==> src/rtl/fcull_pkg.sv <==
`timescale 1ns / 1ps
// Package for the frustum box cull core: widths, types, register codes
// and the coefficient unpacking helper. Depends on nothing.
package fcull_pkg;

  localparam int POS_BITS   = 24;
  localparam int COEF_BITS  = 16;
  localparam int ROW_BITS   = 64;
  localparam int NUM_ROWS   = 4;
  localparam int NUM_AXES   = 3;
  localparam int NUM_PLANES = 6;
  localparam int EDGE_SHIFT = 4;   // cube edge of 16 units
  localparam int CFG_IDX_W  = 2;

  // product of one coefficient and one coordinate
  localparam int PROD_W  = POS_BITS + COEF_BITS;
  // three products plus the constant term
  localparam int DOT_W   = PROD_W + 2;
  // row w plus or minus another row, plus the corner offset term
  localparam int DIST_W  = DOT_W + 3;
  localparam int PCOEF_W = COEF_BITS + 1;

  typedef logic        [ROW_BITS-1:0]  row_t;
  typedef logic signed [POS_BITS-1:0]  pos_t;
  typedef logic signed [COEF_BITS-1:0] coef_t;
  typedef logic signed [PCOEF_W-1:0]   pcoef_t;
  typedef logic signed [PROD_W-1:0]    prod_t;
  typedef logic signed [DOT_W-1:0]     dot_t;
  typedef logic signed [DIST_W-1:0]    dist_t;

  // configuration register codes, also the row numbers
  typedef enum logic [CFG_IDX_W-1:0] {
    ROW_X = 2'd0,
    ROW_Y = 2'd1,
    ROW_Z = 2'd2,
    ROW_W = 2'd3
  } row_sel_t;

  // column 3 holds the constant term
  localparam int COL_D = 3;

  function automatic coef_t coef_of(input row_t row, input int col);
    coef_of = coef_t'(row[col*COEF_BITS +: COEF_BITS]);
  endfunction

endpackage

==> src/rtl/fcull_plane.sv <==
`timescale 1ns / 1ps
// Plane stage: forms the six clip planes and tests the farthest corner of
// the cube along each plane normal; flags planes with every corner behind.
// Uses fcull_pkg.
module fcull_plane (
  input  logic           clk,
  input  logic           load,
  input  fcull_pkg::row_t rows [fcull_pkg::NUM_ROWS],
  input  fcull_pkg::dot_t dot  [fcull_pkg::NUM_ROWS],
  output logic [fcull_pkg::NUM_PLANES-1:0] outside
);
  import fcull_pkg::*;

  dist_t bonus     [NUM_PLANES];
  dist_t best_dist [NUM_PLANES];

  // Offset of the most positive corner: add one edge along every axis whose
  // plane coefficient is positive. Depends on configuration only.
  always_comb begin
    pcoef_t pc;
    for (int p = 0; p < NUM_PLANES; p++) begin
      bonus[p] = '0;
      for (int c = 0; c < NUM_AXES; c++) begin
        if (p[0]) begin
          pc = pcoef_t'(coef_of(rows[ROW_W], c)) - pcoef_t'(coef_of(rows[p >> 1], c));
        end else begin
          pc = pcoef_t'(coef_of(rows[ROW_W], c)) + pcoef_t'(coef_of(rows[p >> 1], c));
        end
        if (!pc[PCOEF_W-1]) begin
          bonus[p] = bonus[p] + (dist_t'(pc) <<< EDGE_SHIFT);
        end
      end
    end
  end

  // plane distance at the most positive corner
  always_comb begin
    for (int p = 0; p < NUM_PLANES; p++) begin
      if (p[0]) begin
        best_dist[p] = dist_t'(dot[ROW_W]) - dist_t'(dot[p >> 1]) + bonus[p];
      end else begin
        best_dist[p] = dist_t'(dot[ROW_W]) + dist_t'(dot[p >> 1]) + bonus[p];
      end
    end
  end

  // hold one flag per plane: even the best corner lies strictly behind it
  always_ff @(posedge clk) begin
    if (load) begin
      for (int p = 0; p < NUM_PLANES; p++) begin
        outside[p] <= best_dist[p][DIST_W-1];
      end
    end
  end

endmodule

==> config.mk <==
export PLATFORM = sky130hd
export DESIGN_NAME = fcull_plane
export DESIGN_NICKNAME = d
export VERILOG_FILES = /design/src/rtl/fcull_pkg.sv /design/src/rtl/fcull_plane.sv
export SDC_FILE = /design/constraint.sdc
export NUM_CORES = 2
export LEC_CHECK = 0
export BUFFER_PORTS_ARGS = -buffer_cell sky130_fd_sc_hd__buf_4
export CAP_MARGIN = 10
export CORE_MARGIN = 2
export CORE_UTILIZATION = 68
export CTS_CLUSTER_SIZE = 24
export DETAILED_ROUTE_END_ITERATION = 10
export PLACE_DENSITY = 0.89
export REMOVE_ABC_BUFFERS = 1
export SKIP_LAST_GASP = 1
export SYNTH_ARGS = -nofsm -noshare
export SYNTH_HDL_FRONTEND = slang
export SYNTH_SLANG_ARGS = --single-unit
==> constraint.sdc <==
create_clock -name clk -period 22.4 [get_ports clk]
set_input_delay 4.48 -clock clk [delete_from_list [all_inputs] [get_ports clk]]
set_output_delay 4.48 -clock clk [all_outputs]
set_load 0.01 [all_outputs]
==> out/results.ini <==
[sta]
hold-worst-slack_ns = 4.52
slew_headroom_pct = 21.4
worst-slew-pin-transition_ns = 1.18
max_freq_mhz = 67.1
finalCritPeriodShare_pct = 66.5
maxSlewViolCount = 0
fin_tns_setup_ns = 0
fin_crit_ns = 14.91
final_hold_viol_count = 0
setup_ws_ns = 7.49
setup_violations = 0
rsz0062_at_grt = no

[clocking]
clk_path_buf_depth = 2
h-tree-depth = 1
cts_buffers = 3
cts_root_buf = clkbuf_16
cts-hold-fix-buffers = 0
postCtsSetupBuffers = 0
cts_resized = 0
cts_sinks = 6
clkTransAtPathRegs_ns = 0.04
cts_tree = yes

[global_routing]
grt_pass1_vias = 38100
gr-total-overflow = 0
gr-usage-all-layers_pct = 39.6
grt_max_degree = 53
antenna_found_initial = 16
grt_pass1_wl_um = 196000

[status]
status = completed

[place]
dpl.hpwl_um = 110000
gp_congestion = 0.994
port_buffers = 367
dp_cells = 6646
postPlaceCellArea_um2 = 43500
place_ws_ns = 7.64

[power_and_ir_drop]
power_mw = 3.65
leakagePower_nw = 22.0
powerDensity_nw_per_um2 = 83.6
irDropWorstVdd_v = 0.0000677

[setup_path]
crit_top_cell = ha_1
crit_type = input pin to register
worstPathMaxFanout = 16
slowest_delay_ns = 0.78
critical_path_buf_inv_count = 1
slowest_stage = a21oi_1
cpLargestDelayFamily = compound AO/OA/AOI/OAI gates
required_ns = 22.36
worstSetupStartpointType = input pin
end_kind = register
arrival_ns = 14.87

[min_path]
holdPathEnd = outside[0]
holdCritPathClass = input pin to register
hold_path.startpoint = load
hold_depth = 1

[floorplanning]
core_um2 = 58800
initial_utilization_pct = 68.6
fp-row-count = 89
fp.dieArea_um2 = 61200
die_y_um = 247
die_w_um = 247
pin_count = 432

[yosys]
syn-cell-area_um2 = 40300
ys_ff_latch = 6
synth_edf_count = 6
ys.flop_type = edfxtp_1
async_flop_share_pct = 0
synth.distinct_cells = 101
synth_seq_area_share_pct = 0.447
ys.warnings.count = 0
avgSynthCellArea_um2 = 7.11
netlist_instances = 5673

[cells_and_area]
final_area_um2 = 43600
area_growth_pct = 8.19
final_common_cell = ha_1
final_cells = 6654
final_cell_mix = ha_1, nor2_1, inv_1
fill_cells = 4924
largest_register_ffs = 6
final_core_util_pct = 74.2
top_regs = outside x6
drive_above_1_share_pct = 9.90
nets = 7306
regMostFlops = outside

[route]
viasPerCell = 6.33
vias = 42100
routed_wl_um = 128000
drtIter0Drc = 3802
wl_per_cell_um = 19.2
drtPass1Iterations = 7
drcViolationCount = 0
ant_nets = 0

[run]
drv_cap = 0

==> layer usage <==
metal  global-route usage [%]  share of wire [%]
met1                     51.5                 42
met2                     63.1                 42
met3                     4.60                8.7
met4                     22.7                7.3
met5                        0               0.11
==> cells by family (layout without fill, tap and decap cells) <==
logic type | Yosys count | after routing | synth area share, %
AND/OR/NAND/NOR | 1658 | 1658 | 19.7
buffers and inverters | 737 | 935 | 6.93
XOR/XNOR | 555 | 555 | 12.1
adder cells (fa/ha/maj) | 1002 | 1002 | 31.7
flip-flops | 6 | 6 | 0.447
other | 1 | 11 | 0.00930
multiplexers | 109 | 109 | 3.03
AO/OA/AOI/OAI | 1605 | 1605 | 26.1
==> area by class of cell <==
class	instances	area (µm²)	area share (%)
Tap cell	773	967	2.22
Multi-Input combinational cell	4935	37400	85.8
Antenna cell	5	12.5	0.0287
Clock buffer	3	75.1	0.172
Timing Repair Buffer	385	2890	6.63
Sequential cell	6	180	0.413
Inverter	547	2050	4.71
==> synth_stat cells, types with 26 or more instances <==
master / instances / area share (%)
nor2_1: 640 / 6.0
mux2_2: 99 / 2.8
a21o_1: 189 / 3.5
nand2b_1: 78 / 1.2
nor4_1: 34 / 0.53
xnor2_1: 403 / 8.8
nor2b_1: 129 / 2.0
a21oi_1: 490 / 6.1
inv_1: 540 / 5.0
fa_1: 30 / 1.5
and3_1: 43 / 0.67
and2_1: 31 / 0.48
a31oi_1: 49 / 0.76
o21ai_0: 273 / 3.4
xor2_1: 152 / 3.3
o21a_1: 69 / 1.3
a211oi_1: 56 / 1.0
ha_1: 972 / 30
or3_1: 36 / 0.56
nor3_1: 146 / 1.8
nand2_1: 265 / 2.5
nand4_1: 71 / 1.1
o21bai_1: 103 / 1.9
or2_2: 26 / 0.40
a21boi_0: 39 / 0.73
clkbuf_1: 169 / 1.6
o31ai_1: 47 / 0.88
nand3_1: 87 / 1.1
==> power by group <==
part / switching (mW) / total (mW) / internal [mW]
Combinational: 2.03 / 3.59 / 1.56
Clock: 0.00686 / 0.0299 / 0.0230
Sequential: 0.00176 / 0.0232 / 0.0214
==> worst max-delay path by stage <==
stage                     cells past startpoint  startpoint         end
final                                        39     rows[0]  outside[0]
after global routing                         39     rows[0]  outside[0]
after CTS                                    39     rows[0]  outside[0]
after detailed placement                     39     rows[0]  outside[0]
after global placement                       39     rows[0]  outside[0]
after floorplan                              39    rows[73]  outside[5]
Note: power is estimated with default switching activity, not from simulation.
