===== src/rtl/fcull_pkg.sv =====
`timescale 1ns / 1ps
// Package for the frustum box cull core: widths, types, register codes
// and the coefficient unpacking helper. Depends on nothing.
package fcull_pkg;

  localparam int POS_BITS   = 24;
  localparam int COEF_BITS  = 16;
  localparam int ROW_BITS   = 64;
  localparam int NUM_ROWS   = 4;
  localparam int NUM_AXES   = 3;
  localparam int NUM_PLANES = 6;
  localparam int EDGE_SHIFT = 4;   // cube edge of 16 units
  localparam int CFG_IDX_W  = 2;

  // product of one coefficient and one coordinate
  localparam int PROD_W  = POS_BITS + COEF_BITS;
  // three products plus the constant term
  localparam int DOT_W   = PROD_W + 2;
  // row w plus or minus another row, plus the corner offset term
  localparam int DIST_W  = DOT_W + 3;
  localparam int PCOEF_W = COEF_BITS + 1;

  typedef logic        [ROW_BITS-1:0]  row_t;
  typedef logic signed [POS_BITS-1:0]  pos_t;
  typedef logic signed [COEF_BITS-1:0] coef_t;
  typedef logic signed [PCOEF_W-1:0]   pcoef_t;
  typedef logic signed [PROD_W-1:0]    prod_t;
  typedef logic signed [DOT_W-1:0]     dot_t;
  typedef logic signed [DIST_W-1:0]    dist_t;

  // configuration register codes, also the row numbers
  typedef enum logic [CFG_IDX_W-1:0] {
    ROW_X = 2'd0,
    ROW_Y = 2'd1,
    ROW_Z = 2'd2,
    ROW_W = 2'd3
  } row_sel_t;

  // column 3 holds the constant term
  localparam int COL_D = 3;

  function automatic coef_t coef_of(input row_t row, input int col);
    coef_of = coef_t'(row[col*COEF_BITS +: COEF_BITS]);
  endfunction

endpackage


===== src/rtl/fcull_dot.sv =====
`timescale 1ns / 1ps
// Row stage: sums the three products of each matrix row with the row's
// constant term, giving the row value at the chunk origin. Uses fcull_pkg.
module fcull_dot (
  input  logic            clk,
  input  logic            load,
  input  fcull_pkg::row_t  rows [fcull_pkg::NUM_ROWS],
  input  fcull_pkg::prod_t prod [fcull_pkg::NUM_ROWS][fcull_pkg::NUM_AXES],
  output fcull_pkg::dot_t  dot  [fcull_pkg::NUM_ROWS]
);
  import fcull_pkg::*;

  // hold row sums until the plane stage takes them
  always_ff @(posedge clk) begin
    if (load) begin
      for (int r = 0; r < NUM_ROWS; r++) begin
        dot[r] <= dot_t'(prod[r][0]) + dot_t'(prod[r][1]) + dot_t'(prod[r][2])
                + dot_t'(coef_of(rows[r], COL_D));
      end
    end
  end

endmodule


===== config.mk =====
export PLATFORM = sky130hd
export DESIGN_NAME = fcull_dot
export DESIGN_NICKNAME = d
export VERILOG_FILES = /design/src/rtl/fcull_pkg.sv /design/src/rtl/fcull_dot.sv
export SDC_FILE = /design/constraint.sdc
export NUM_CORES = 1
export LEC_CHECK = 0
export BUFFER_PORTS_ARGS = -buffer_cell sky130_fd_sc_hd__buf_2
export CAP_MARGIN = 0
export CORE_AREA = 2 2 348 350
export CTS_BUF_LIST = sky130_fd_sc_hd__clkbuf_8
export DETAILED_ROUTE_END_ITERATION = 8
export DIE_AREA = 0 0 350 352
export HOLD_SLACK_MARGIN = 0.05
export SYNTH_ARGS = -nofsm -noshare
export SYNTH_HDL_FRONTEND = slang
export SYNTH_SLANG_ARGS = --single-unit
export TNS_END_PERCENT = 50

===== constraint.sdc =====
create_clock -name clk -period 6.02 [get_ports clk]
set_clock_uncertainty 0.05 [all_clocks]
set_input_delay 0 -clock clk [delete_from_list [all_inputs] [get_ports clk]]
set_output_delay 0 -clock clk [all_outputs]
set_load 0.02 [all_outputs]

==> impl_table.tex, run 1 <==
\begin{tabular}{lr}
\hline
Metric & Value \\
\hline
\multicolumn{2}{l}{\textbf{Outcome}} \\
Outcome & completed \\
\multicolumn{2}{l}{\textbf{Worst setup path}} \\
Max FO, Critical Path & 4 \\
Worst Setup Start Kind & primary input \\
Signal arrival time at the worst endpoint & 5.86 ns \\
Setup Crit Path Kind & in2reg \\
WP data required & 6.31 ns \\
Critical Path End Type & register \\
\multicolumn{2}{l}{\textbf{Finish}} \\
Fillcell total & 13100 \\
Sequential standard cell area & 5040 um2 \\
Top register by number of flip-flops & dot \\
Flip-flop count of the largest register, all copies and words added & 168 \\
Area growth from synthesis to layout & 26.7\% \\
Largest regs & dot: 168 flops \\
Total area of multi-input combinational cells & 14800 um2 \\
Fraction of layout cells with a size suffix above 1 & 23.8\% \\
Count of nets after finishing & 4481 \\
\multicolumn{2}{l}{\textbf{Global route}} \\
Vias in the first global route & 20200 \\
Initial antenna violation count & 21 \\
Maximum number of pins on one net before global-route repair & 89 \\
Global-route wire length before repair & 117000 um \\
Aggregate global routing overflow & 0 \\
Total routing resource utilization after global routing & 12.8\% \\
\multicolumn{2}{l}{\textbf{Synth}} \\
Post-Syn Nets & 3746 \\
Fraction of synthesis flops using an asynchronous set or reset pin & 0\% \\
Proportion of synthesized chip area in sequential cells & 21.8\% \\
Area of the mapped netlist & 23100 um2 \\
Per-instance average area after synthesis & 9.17 um2 \\
Total of flip-flops plus latches after synthesis & 168 \\
Total number of yosys warnings & 0 \\
Predominant post-synthesis flop cell & edfxtp\_1 \\
Instance count of the mapped netlist & 2520 \\
Distinct cells, synth & 72 \\
Number of enable-type register cells in the synthesized netlist & 168 \\
\multicolumn{2}{l}{\textbf{Placed design}} \\
Number of port buffers & 713 \\
Weighted congestion at the end of routability-driven global placement & 0.868 \\
Detailed-placement wirelength estimate & 70000 um \\
Pre-CTS setup slack & 1.26 ns \\
\multicolumn{2}{l}{\textbf{Power}} \\
Clock network fraction of total power & 8.6\% \\
Share of power burned in combinational logic & 68.7\% \\
Power per cell area & 351 nW/um2 \\
Switching Power & 5.14 mW \\
Sequential Power Share & 22.7\% \\
Max VDD drop & 0.000174 V \\
Fraction of power spent switching nets & 50.1\% \\
Leakage & 15.3 nW \\
Pint & 5.11 mW \\
\multicolumn{2}{l}{\textbf{Timing}} \\
Unrepaired setup endpoints after global routing & no \\
Pins over their slew limit & 0 \\
Max Clk Rate & 180 MHz \\
Fin crit share & 92.4\% \\
Tightest slew margin relative to the limit & 36.6\% \\
Final setup violating endpoints & 0 \\
Count of endpoints failing hold in the final timing report & 0 \\
Worst Tran Pin Value & 0.952 ns \\
Final-layout setup total negative slack & 0 ns \\
Final worst setup slack & 0.455 ns \\
Clock period minus final worst setup slack & 5.57 ns \\
\multicolumn{2}{l}{\textbf{CTS}} \\
Clock tree from TritonCTS & yes \\
Max H-tree Level & 4 \\
Clock Tree Root & clkbuf\_8 \\
Number of setup buffers added after CTS & 0 \\
Clock sinks & 168 \\
Hold Buf Count CTS & 28 \\
Total clock buffers created by CTS & 17 \\
Clock tree buffer depth & 2 \\
Clock Pin Slew Worst Setup and Hold Paths & 0.13 ns \\
\# resized after CTS & 0 \\
\multicolumn{2}{l}{\textbf{Drt}} \\
Via/cell ratio & 3.99 \\
Total wire length & 78400 um \\
First-pass DRT Iterations & 5 \\
DRC violation count after routing & 0 \\
Count of routing violations after the opening detailed-route iteration & 1020 \\
Via count of the routed design & 19500 \\
Remaining number of nets flagged by the antenna check after routing & 0 \\
Final routed wire length divided by cell count & 16.0 um \\
\multicolumn{2}{l}{\textbf{Floorplan}} \\
Die outline area & 123000 um2 \\
I/O pin count & 906 \\
Die width & 350 um \\
Placeable core region & 119000 um2 \\
Die Y-Extent & 352 um \\
Starting utilization of the core area & 19.4\% \\
Core Rows & 127 \\
\multicolumn{2}{l}{\textbf{Worst hold path}} \\
Min-delay src & prod[203] \\
Count of cells along the worst hold path & 4 \\
Destination of the worst hold path & dot[45] \\
Worst min-delay path category & in2reg \\
\multicolumn{2}{l}{\textbf{Flow run}} \\
Total of max-cap violations & 0 \\
\hline
\end{tabular}
[how the worst max path moves through the flow]
| stage | start | end | slack, ns | cells after the start |
|---|---|---|---|---|
| global placement | rows[63] | dot[39] | 1.29 | 14 |
| finish | prod[40] | dot[39] | 0.45 | 16 |
| CTS | prod[40] | dot[39] | 0.67 | 16 |
| detailed placement | rows[63] | dot[39] | 1.26 | 14 |
| floorplan | rows[191] | dot[120] | 1.68 | 13 |
| global route | prod[40] | dot[39] | 0.20 | 16 |
[critical path, cell delays in order]
cell and delay (ns):
dlygate4sd3_1 0.53, buf_2 0.12, fa_1 0.34, dlygate4sd3_1 0.59, fa_1 0.51, dlygate4sd3_1 0.56
ha_1 0.23, fa_1 0.34, a211oi_1 0.15, o211ai_1 0.41, nand4_1 0.18, a211oi_1 0.52
o211ai_1 0.31, o21ai_0 0.50, a2111oi_0 0.21, a311o_1 0.35
[cells by family (layout without fill, tap and decap cells)]
logic type,count (synthesis),after routing,synth area share (%)
buf+inv,854,1601,14.1
compound gates,520,520,14.4
fa+ha+maj,488,488,37.0
simple gates,347,347,7.19
flops,168,168,21.8
xor+xnor,140,140,5.31
mux,3,3,0.130
other cells,0,12,0
[layout make-up]
class                   instances  area share (%)
repair buffers                751            13.5
flip-flops and latches        168            17.2
well taps                    1612            6.89
clock buffers                  17           0.800
multi-input cells            1498            50.5
clock inverters                14           0.440
inverters                     819            10.5
diodes                         12           0.103
[cell usage in the layout (no fill, tap or decap), drive strengths merged, types with 26 or more instances in the layout]
master	instances
ha	164
nor2	85
a21o	93
a21oi	166
xor2	52
inv	821
fa	324
nand3	26
nand2	109
xnor2	88
buf	722
o21ai	93
dlygate4sd3	28
nor3	27
edfxtp	168
[layer usage]
| metal | up-vias | wire, um | global-route usage (%) | part of all wire [%] |
|---|---|---|---|---|
| met1 | 9480 | 33900 | 16.1 | 43 |
| met2 | 514 | 36600 | 20.5 | 47 |
| met5 | - | 43 | 0 | 0.055 |
| met4 | 8 | 2230 | 4.62 | 2.8 |
| li1 | 9437 | - | - | - |
| met3 | 98 | 5700 | 3.84 | 7.3 |
[cell usage after synthesis (all sizes together) (26+ instances only)]
| cell | instances | area, um2 |
|---|---|---|
| o21ai | 93 | 469 |
| clkbuf | 30 | 134 |
| fa | 324 | 6490 |
| xor2 | 52 | 455 |
| nor2 | 85 | 319 |
| xnor2 | 88 | 771 |
| a21oi | 166 | 831 |
| edfxtp | 168 | 5040 |
| nor3 | 27 | 135 |
| nand3 | 26 | 130 |
| inv | 819 | 3070 |
| nand2 | 109 | 412 |
| a21o | 93 | 702 |
| ha | 164 | 2050 |
[power by group through the flow]
stage | Sequential, mW | Combinational (mW) | Clock (mW)
6_report | 2.33 | 7.04 | 0.883
2_1_floorplan | 3.08 | 3.95 | 0
3_5_place_dp | 2.37 | 7.05 | 0
3_3_place_gp | 2.36 | 6.99 | 0
4_1_cts | 2.35 | 7.12 | 0.947
5_1_grt | 2.39 | 7.85 | 0.970
[per-stage QoR]
step | instances | cell area (um2) | utilization (%) | power [mW] | hold slack, ns
2_1_floorplan | 2520 | 23100 | - | 7.03 | 0.0625
3_3_place_gp | 4820 | 28600 | 24.0 | 9.35 | 0.248
3_5_place_dp | 4820 | 28600 | 24.0 | 9.42 | 0.250
4_1_cts | 4879 | 29200 | 24.5 | 10.4 | 0.0515
5_1_grt | 4890 | 29300 | 24.5 | 11.2 | 0.103
6_report | 4891 | 29300 | 24.5 | 10.3 | 0.112
No activity file was read; power rests on OpenSTA's default activity.
==> run 2, diff against run 1 <==
Settings changed: CORE_AREA 2 2 348 350 to 2 2 352 354, DIE_AREA 0 0 350 352 to 0 0 354 356.
==> run 2 against run 1 <==
  * Final area increased by 0.19%
  * Via count increased by 0.54%
  * Sequential power increased by 3%
  * First-iteration DRC count increased by 4.9%
  * Sequential cell count unchanged
  * Final cell count increased by 0.45%
  * Largest power group unchanged
  * Highest routed layer unchanged
==> impl_table.tex, run 2 (synthesis results as in run 1) <==
\begin{tabular}{lr}
\hline
Metric & Value \\
\hline
\multicolumn{2}{l}{\textbf{Outcome}} \\
Outcome & completed \\
\multicolumn{2}{l}{\textbf{Worst setup path}} \\
WP data required & 6.32 ns (about the same) \\
Max FO, Critical Path & 4 (unchanged) \\
Worst Setup Start Kind & primary input \\
Setup Crit Path Kind & in2reg \\
Critical Path End Type & register \\
Signal arrival time at the worst endpoint & 4.97 ns (-0.89 ns) \\
\multicolumn{2}{l}{\textbf{Drt}} \\
Via/cell ratio & 4.00 (about the same) \\
Count of routing violations after the opening detailed-route iteration & 1070 (+4.9\%) \\
Remaining number of nets flagged by the antenna check after routing & 0 (unchanged) \\
First-pass DRT Iterations & 5 (unchanged) \\
Total wire length & 79600 um (+1.6\%) \\
Final routed wire length divided by cell count & 16.2 um (+1.1\%) \\
DRC violation count after routing & 0 (unchanged) \\
Via count of the routed design & 19600 (+0.54\%) \\
\multicolumn{2}{l}{\textbf{Timing}} \\
Fin crit share & 77.6\% (-15 points) \\
Count of endpoints failing hold in the final timing report & 0 (unchanged) \\
Max Clk Rate & 214 MHz (+19\%) \\
Final-layout setup total negative slack & 0 ns (unchanged) \\
Tightest slew margin relative to the limit & 32.3\% (-4.3 points) \\
Final setup violating endpoints & 0 (unchanged) \\
Clock period minus final worst setup slack & 4.67 ns (-0.894 ns) \\
Unrepaired setup endpoints after global routing & no \\
Worst hold slack after final layout & 0.146 ns (+0.0341 ns) \\
Pins over their slew limit & 0 (unchanged) \\
Worst Tran Pin Value & 1.02 ns (+0.0641 ns) \\
\multicolumn{2}{l}{\textbf{Placed design}} \\
Detailed-placement wirelength estimate & 70700 um (+1.1\%) \\
Weighted congestion at the end of routability-driven global placement & 0.897 (+3.4\%) \\
Post-DP Area & 28600 um2 (about the same) \\
Placed insts & 4843 (+0.48\%) \\
Number of port buffers & 713 (unchanged) \\
\multicolumn{2}{l}{\textbf{Global route}} \\
Maximum number of pins on one net before global-route repair & 74 (-17\%) \\
Global-route wire length before repair & 118000 um (+0.55\%) \\
Total routing resource utilization after global routing & 12.5\% (-0.25 points) \\
Vias in the first global route & 20100 (-0.59\%) \\
Aggregate global routing overflow & 0 (unchanged) \\
Initial antenna violation count & 15 (-29\%) \\
\multicolumn{2}{l}{\textbf{Floorplan}} \\
Core Rows & 129 (+1.6\%) \\
Die outline area & 126000 um2 (+2.3\%) \\
Placeable core region & 123000 um2 (+2.8\%) \\
Die Y-Extent & 356 um (+1.1\%) \\
Starting utilization of the core area & 18.8\% (-0.53 points) \\
Die width & 354 um (+1.1\%) \\
I/O pin count & 906 (unchanged) \\
\multicolumn{2}{l}{\textbf{Finish}} \\
Sequential standard cell area & 5040 um2 (unchanged) \\
Fraction of layout cells with a size suffix above 1 & 23.8\% (-0.031 points) \\
Count of non-filler cells in the finished layout & 4913 (+0.45\%) \\
Count of nets after finishing & 4480 (-0.022\%) \\
Area growth from synthesis to layout & 26.9\% \\
Total area of multi-input combinational cells & 14800 um2 (unchanged) \\
Fillcell total & 13500 (+3.4\%) \\
Flip-flop count of the largest register, all copies and words added & 168 (unchanged) \\
Top register by number of flip-flops & dot \\
Post-route cell area & 29300 um2 (+0.19\%) \\
Largest regs & dot: 168 flops \\
Most common cell after layout, fill and taps aside & inv\_1 \\
Commonest non-fill, non-tap cells in the layout & inv\_1 (817), buf\_2 (712), fa\_1 (324) \\
\multicolumn{2}{l}{\textbf{CTS}} \\
Clock Pin Slew Worst Setup and Hold Paths & 0.11 ns (-0.02 ns) \\
Hold Buf Count CTS & 29 (+3.6\%) \\
Clock sinks & 168 (unchanged) \\
Clock tree buffer depth & 2 (unchanged) \\
Clock Tree Root & clkbuf\_8 \\
Clock tree from TritonCTS & yes \\
Total clock buffers created by CTS & 17 (unchanged) \\
\# resized after CTS & 0 (unchanged) \\
Number of setup buffers added after CTS & 0 (unchanged) \\
Max H-tree Level & 4 (unchanged) \\
\multicolumn{2}{l}{\textbf{Power}} \\
Power per cell area & 354 nW/um2 (+0.98\%) \\
Switching Power & 5.21 mW (+1.3\%) \\
Pint & 5.17 mW (+1.1\%) \\
Sequential Power Share & 23.0\% (+0.3 points) \\
Clock network fraction of total power & 9.1\% (+0.5 points) \\
Fraction of power spent switching nets & 50.2\% (about the same) \\
Leakage & 15.3 nW (+0.13\%) \\
Max VDD drop & 0.000235 V (+35\%) \\
Share of power burned in combinational logic & 67.9\% (-0.8 points) \\
\multicolumn{2}{l}{\textbf{Flow run}} \\
Total of max-cap violations & 0 (unchanged) \\
\multicolumn{2}{l}{\textbf{Worst hold path}} \\
Destination of the worst hold path & dot[86] \\
Count of cells along the worst hold path & 4 (unchanged) \\
Worst min-delay path category & in2reg \\
Min-delay src & prod[280] \\
\hline
\end{tabular}
## run 2: changes by cell type in the layout (fill, tap and decap cells not counted), sizes merged
cell         delta
diode           -3
dlygate4sd3     +1
buf             -2
clkinvlp        -3
bufinv          +1
inv             +3
## run 2: critical path, stage by stage
cell and delay, ns:
dlygate4sd3_1 0.54, buf_2 0.13, fa_1 0.53, dlygate4sd3_1 0.55, ha_1 0.31, fa_1 0.30, a211oi_1 0.11, o211ai_1 0.40
nand4_1 0.19, a211oi_1 0.54, o211ai_1 0.32, o21ai_0 0.48, a2111oi_0 0.21, a311o_1 0.35
## run 2: metrics by stage
| step | setup WS [ns] | total power [mW] | utilization [%] |
|---|---|---|---|
| 2_1_floorplan | 1.68 | 7.03 | - |
| 4_1_cts | 1.55 | 10.5 | 23.9 |
| 3_5_place_dp | 1.15 | 9.46 | 23.3 |
| 3_3_place_gp | 1.24 | 9.41 | 23.3 |
| 5_1_grt | 1.21 | 11.3 | 23.9 |
| 6_report | 1.35 | 10.4 | 23.9 |
## run 2: per-layer routing
| metal | GRT usage, % | up-vias | wire length [um] |
|---|---|---|---|
| li1 | - | 9429 | - |
| met1 | 16.9 | 9584 | 36600 |
| met2 | 20.1 | 556 | 37200 |
| met3 | 2.92 | 66 | 4610 |
| met4 | 2.92 | 8 | 1200 |
| met5 | 0 | - | 52 |
## run 2: power by group through the flow
stage | Sequential (mW) | Combinational [mW] | Clock [mW]
2_1_floorplan | 3.08 | 3.95 | 0
3_3_place_gp | 2.42 | 6.99 | 0
3_5_place_dp | 2.42 | 7.04 | 0
4_1_cts | 2.40 | 7.11 | 1.01
5_1_grt | 2.44 | 7.82 | 1.03
6_report | 2.39 | 7.04 | 0.945
## run 2: how the worst max path moves through the flow
stage	slack, ns	cells after the start	to	start
after floorplan	1.68	13	dot[120]	rows[191]
after global placement	1.24	13	dot[122]	rows[191]
after detailed placement	1.15	13	dot[122]	rows[191]
after CTS	1.55	14	dot[39]	prod[81]
after global routing	1.21	14	dot[39]	prod[81]
final	1.35	14	dot[39]	prod[81]
## run 2: layout make-up
type	count	share of cell area [%]
multi-input combinational	1498	50.4
sequential	168	17.2
timing repair buffer	750	13.4
inverter	819	10.5
tap	1637	6.99
clock buffer	17	0.798
clock inverter	15	0.563
antenna	9	0.0768
